`src/rtl/core/camsf_pkg.sv`:
```
// ----------------------------------------------------------------------------
// camsf_pkg
// Shared types and constants for the smooth-follow camera block.
// ----------------------------------------------------------------------------
package camsf_pkg;

  localparam int ROOT_STEPS = 33;
  localparam int DIV_STEPS  = 44;
  localparam int CNT_W      = 6;

  localparam logic [1:0] CFG_MIN_EFFECT_LENGTH = 2'd0;
  localparam logic [1:0] CFG_FRACTION_GAIN     = 2'd1;
  localparam logic [1:0] CFG_MIN_SPEED         = 2'd2;

  localparam logic [23:0] RST_MIN_EFFECT_LENGTH = 24'd2560;
  localparam logic [15:0] RST_FRACTION_GAIN     = 16'd205;
  localparam logic [23:0] RST_MIN_SPEED         = 24'd7680;

  localparam logic [33:0] STEP_MAX = 34'h2_0000_0000;

  typedef struct packed {
    logic load;
    logic diff;
    logic absval;
    logic square;
    logic sum;
    logic root_step;
    logic compare;
    logic speed_mul;
    logic speed_max;
    logic factor;
    logic mul_lo;
    logic mul_hi;
    logic num;
    logic div_step;
    logic update;
    logic axis;
    logic out_load;
  } camsf_cmd_t;

  typedef struct packed {
    logic above;
    logic out_free;
  } camsf_status_t;

endpackage

```
`src/rtl/core/camsf_ctrl.sv`:
```
// ----------------------------------------------------------------------------
// camsf_ctrl
// Sequencer for one camera update: square root, speed, per-axis divide.
// ----------------------------------------------------------------------------
module camsf_ctrl (
  input  logic                     clk,
  input  logic                     rst,
  input  logic                     in_valid,
  output logic                     in_ready,
  input  camsf_pkg::camsf_status_t status,
  output camsf_pkg::camsf_cmd_t    cmd
);
  import camsf_pkg::*;

  typedef enum logic [15:0] {
    S_IDLE      = 16'h0001,
    S_DIFF      = 16'h0002,
    S_ABS       = 16'h0004,
    S_SQUARE    = 16'h0008,
    S_SUM       = 16'h0010,
    S_ROOT      = 16'h0020,
    S_COMPARE   = 16'h0040,
    S_SPEED_MUL = 16'h0080,
    S_SPEED_MAX = 16'h0100,
    S_FACTOR    = 16'h0200,
    S_MUL_LO    = 16'h0400,
    S_MUL_HI    = 16'h0800,
    S_NUM       = 16'h1000,
    S_DIV       = 16'h2000,
    S_UPDATE    = 16'h4000,
    S_DONE      = 16'h8000
  } state_t;

  state_t state, state_next;
  logic [CNT_W-1:0] cnt, cnt_next;
  logic axis, axis_next;

  always_ff @(posedge clk) begin
    if (rst) begin
      state <= S_IDLE;
      cnt   <= '0;
      axis  <= 1'b0;
    end else begin
      state <= state_next;
      cnt   <= cnt_next;
      axis  <= axis_next;
    end
  end

  always_comb begin
    state_next = state;
    cnt_next   = cnt;
    axis_next  = axis;
    cmd        = '0;
    cmd.axis   = axis;
    in_ready   = 1'b0;
    case (state)
      S_IDLE: begin
        in_ready = 1'b1;
        if (in_valid) begin
          cmd.load   = 1'b1;
          state_next = S_DIFF;
        end
      end
      S_DIFF: begin
        cmd.diff   = 1'b1;
        state_next = S_ABS;
      end
      S_ABS: begin
        cmd.absval = 1'b1;
        state_next = S_SQUARE;
      end
      S_SQUARE: begin
        cmd.square = 1'b1;
        state_next = S_SUM;
      end
      S_SUM: begin
        cmd.sum    = 1'b1;
        cnt_next   = '0;
        state_next = S_ROOT;
      end
      S_ROOT: begin
        cmd.root_step = 1'b1;
        cnt_next      = cnt + 1'b1;
        if (cnt == CNT_W'(ROOT_STEPS - 1)) begin
          state_next = S_COMPARE;
        end
      end
      S_COMPARE: begin
        cmd.compare = 1'b1;
        state_next  = S_SPEED_MUL;
      end
      S_SPEED_MUL: begin
        cmd.speed_mul = 1'b1;
        axis_next     = 1'b0;
        state_next    = status.above ? S_SPEED_MAX : S_DONE;
      end
      S_SPEED_MAX: begin
        cmd.speed_max = 1'b1;
        state_next    = S_FACTOR;
      end
      S_FACTOR: begin
        cmd.factor = 1'b1;
        state_next = S_MUL_LO;
      end
      S_MUL_LO: begin
        cmd.mul_lo = 1'b1;
        state_next = S_MUL_HI;
      end
      S_MUL_HI: begin
        cmd.mul_hi = 1'b1;
        state_next = S_NUM;
      end
      S_NUM: begin
        cmd.num    = 1'b1;
        cnt_next   = '0;
        state_next = S_DIV;
      end
      S_DIV: begin
        cmd.div_step = 1'b1;
        cnt_next     = cnt + 1'b1;
        if (cnt == CNT_W'(DIV_STEPS - 1)) begin
          state_next = S_UPDATE;
        end
      end
      S_UPDATE: begin
        cmd.update = 1'b1;
        if (axis) begin
          axis_next  = 1'b0;
          state_next = S_DONE;
        end else begin
          axis_next  = 1'b1;
          state_next = S_MUL_LO;
        end
      end
      S_DONE: begin
        if (status.out_free) begin
          cmd.out_load = 1'b1;
          state_next   = S_IDLE;
        end
      end
      default: begin
        state_next = S_IDLE;
      end
    endcase
  end

endmodule

```
`config.mk`:
```
export PLATFORM = sky130hd
export DESIGN_NAME = camsf_ctrl
export DESIGN_NICKNAME = d
export VERILOG_FILES = /design/src/rtl/core/camsf_pkg.sv /design/src/rtl/core/camsf_ctrl.sv
export SDC_FILE = /design/constraint.sdc
export NUM_CORES = 1
export LEC_CHECK = 0
export BUFFER_PORTS_ARGS = -buffer_cell sky130_fd_sc_hd__buf_2
export CAP_MARGIN = 20
export CORE_AREA = 2 2 50 64
export CTS_BUF_LIST = sky130_fd_sc_hd__clkbuf_4
export CTS_CLUSTER_DIAMETER = 50
export DETAILED_ROUTE_END_ITERATION = 10
export DIE_AREA = 0 0 52 66
export GPL_ROUTABILITY_DRIVEN = 0
export PLACE_DENSITY = 0.72
export SLEW_MARGIN = 10
export SYNTH_ARGS = -nofsm -noshare
export SYNTH_HDL_FRONTEND = slang
export SYNTH_SLANG_ARGS = --single-unit
```
`constraint.sdc`:
```
create_clock -name clk -period 5.2 [get_ports clk]
set_clock_uncertainty 0.1 [all_clocks]
set_input_delay 0 -clock clk [delete_from_list [all_inputs] [get_ports clk]]
set_output_delay 0 -clock clk [all_outputs]
set_load 0.02 [all_outputs]
```
==> run summary <==
Fin Hold WS = 0.385 ns
maximum vdd ir drop = 0.000103 V
internal power = 0.241 mW
Worst Tran Pin Value = 0.564 ns
share of cells above drive strength 1 = 19.6%
Global Route Usage Sum = 22.7%
H-Tree Depth = 1
total routed wirelength = 3500 µm
Synth Net Count = 176
DR vias/cell = 6.10
CTS max path bufs = 2
Slew Limit Fails = 0
setup tns final = 0 ns
Crit Path Category = reg2out
CP startpoint kind = register
worst path required time = 5.10 ns
drt initial violations = 41
Die Y = 66 µm
Starting Density = 47.5%
total gr overflow = 0
Layout area overhead = 13.2%
number of synthesized register bits = 23
worst-skew pair later-pin latency = 0.31 ns
sequential element share of the synthesized area = 34.2%
CP Max Fanout = 7
Synth cell types = 39
total power = 0.341 mW
IO Port Bufs = 22
Ports = 23
Critical Path AT = 2.63 ns
largest net degree at the start of global routing = 16
Tcrit/Tclk final = 52.5%
ANT cells = 0
final setup fails = 0
RSZ-0062 raised after global routing = false
Routed WL per cell = 15.6 µm
FILL cells = 275
drt first pass iters = 5
fin crit period = 2.73 ns
CORE AREA = 0.00284 mm²
Syn Std Cell Area = 0.00135 mm²
Residual DRC = 0
final hold violations = 0
Row Count = 22
clock slew at reported path FFs = 0.12 ns
full die area = 0.00343 mm²
combinational fraction of design power = 19.4%
CTS Buf Count = 3
Die X = 52 µm
post-cts resize count = 0
Post-Place Cells = 216
Static Leakage = 0.594 nW
hpwl dp = 2580 µm
Sequential Power Share = 54.3%
Clk pwr share = 26.2%
post-route ant nets = 0
final cell count without fillers = 225
Syn Inst Count = 169
initial antenna violation count = 0
vias in the first global route = 1,314
Synthesis Warnings = 0
maxcap violations = 0
Sw Share = 29.5%
Net Switching = 0.101 mW
status = finished clean
clk sinks = 23
Relative slew margins = 61.5%
pwr/cell area = 224 mW/mm²
first-pass GRT wire length = 5980 µm
root buf cell = clkbuf_4
Hold Crit Class = reg2reg
crit path capture type = primary output
vias = 1,373
nets = 197
average cell area after synthesis = 7.97 µm²
Peak Freq = 0.366 GHz
CTS tree = built
power groups by stage:
stage / Sequential, mW / Combinational (mW) / Clock, mW
final: 0.185 / 0.0664 / 0.0896
after global routing: 0.187 / 0.0726 / 0.100
after CTS: 0.185 / 0.0668 / 0.0934
after detailed placement: 0.189 / 0.0644 / 0
after global placement: 0.188 / 0.0622 / 0
after floorplan: 0.188 / 0.0531 / 0
timing repair:
action,in CTS,in global routing
hold endpoints to repair,12,0
buffers inserted,0,0
hold buffers,5,0
endpoints found under the setup margin,0,0
kinds of logic (layout without fill, tap and decap cells):
family	after synthesis	after routing	share of synthesized area (%)
flops	23	23	34.2
simple gates	97	97	43.8
fa+ha+maj	2	2	1.86
buf+inv	20	40	6.78
xor+xnor	4	4	2.60
compound gates	23	23	10.8
worst paths after layout:
path                                        startpoint                    end  slack (ns)  cells past startpoint
worst min register to register       axis$_SDFFE_PP0P_      axis$_SDFFE_PP0P_        0.38                      2
worst max register to register   state[1]$_SDFFE_PP0P_  state[4]$_SDFFE_PP0P_        2.55                      5
worst min-delay path                 axis$_SDFFE_PP0P_      axis$_SDFFE_PP0P_        0.38                      2
worst max-delay path            state[12]$_SDFFE_PP0P_                cmd[15]        2.47                      5
area by class of cell:
type / count / area, µm² / area share (%)
multi-input combinational: 126 / 795 / 52.1
sequential: 23 / 460 / 30.2
timing repair buffer: 27 / 160 / 10.5
tap: 36 / 45.0 / 2.96
inverter: 9 / 33.8 / 2.22
clock buffer: 4 / 30.0 / 1.97
routing by layer:
metal  global-route usage, %  vias up  share of wire, %
met5                       0        -                 0
met1                    27.5      651                40
met4                    10.9        0               1.6
met3                    2.49        6               4.6
li1                        -      666                 -
met2                    39.2       50                53
cell usage after synthesis (all sizes together):
master    n  area share, %
dfxtp    23             34
nand3    12            4.5
nor2     12            3.3
nor3     12            4.5
nor4     11            5.1
nand2    10            2.8
a21oi     9            3.3
inv       9            2.5
or3       8            4.1
or4b      7            5.5
buf       6            2.9
clkbuf    5            1.4
or4       5            2.8
a31oi     4            1.9
nand4b    3            2.0
nor4b     3            2.0
or2       3            1.4
xnor2     3            2.0
a21o      2            1.1
and3      2           0.93
ha        2            1.9
nand2b    2           0.93
nand3b    2            1.1
nand4     2            1.4
nor3b     2            1.1
o21ai     2           0.74
o31ai     2            1.1
a2111oi   1           0.65
a311o     1           0.74
and2      1           0.46
o2111ai   1           0.65
o211ai    1           0.56
xor2      1           0.65
flip-flops by register name, indices dropped and copies added (netlist names):
register,count
axis,1
state,16
cnt,6
stage by stage:
stage | cell area, µm² | util [%] | setup slack (ns)
after floorplan | 1350 | - | 2.61
after global placement | 1440 | 50.9 | 2.66
after detailed placement | 1440 | 50.9 | 2.57
after CTS | 1520 | 53.8 | 2.47
after global routing | 1520 | 53.8 | 2.36
final | 1520 | 53.8 | 2.47
worst max-delay path, cell delays in order, from the launching register on:
cell     delay (ns)
dfxtp_1        0.38
or4_1          0.67
or3_1          0.51
or3_4          0.39
nor3b_1        0.18
buf_2          0.19
cell usage in the layout (no fill, tap or decap), types with 3 or more instances in the layout:
cell / instances
a21oi_1: 9
a31oi_1: 4
buf_2: 22
clkbuf_4: 4
dfxtp_1: 23
dlygate4sd3_1: 5
inv_1: 9
nand2_1: 10
nand3_1: 12
nand4b_1: 3
nor2_1: 12
nor3_1: 12
nor4_1: 11
nor4b_1: 3
or3_1: 7
or4_1: 5
or4b_2: 6
xnor2_1: 3
Note: power is estimated with default switching activity, not from simulation.
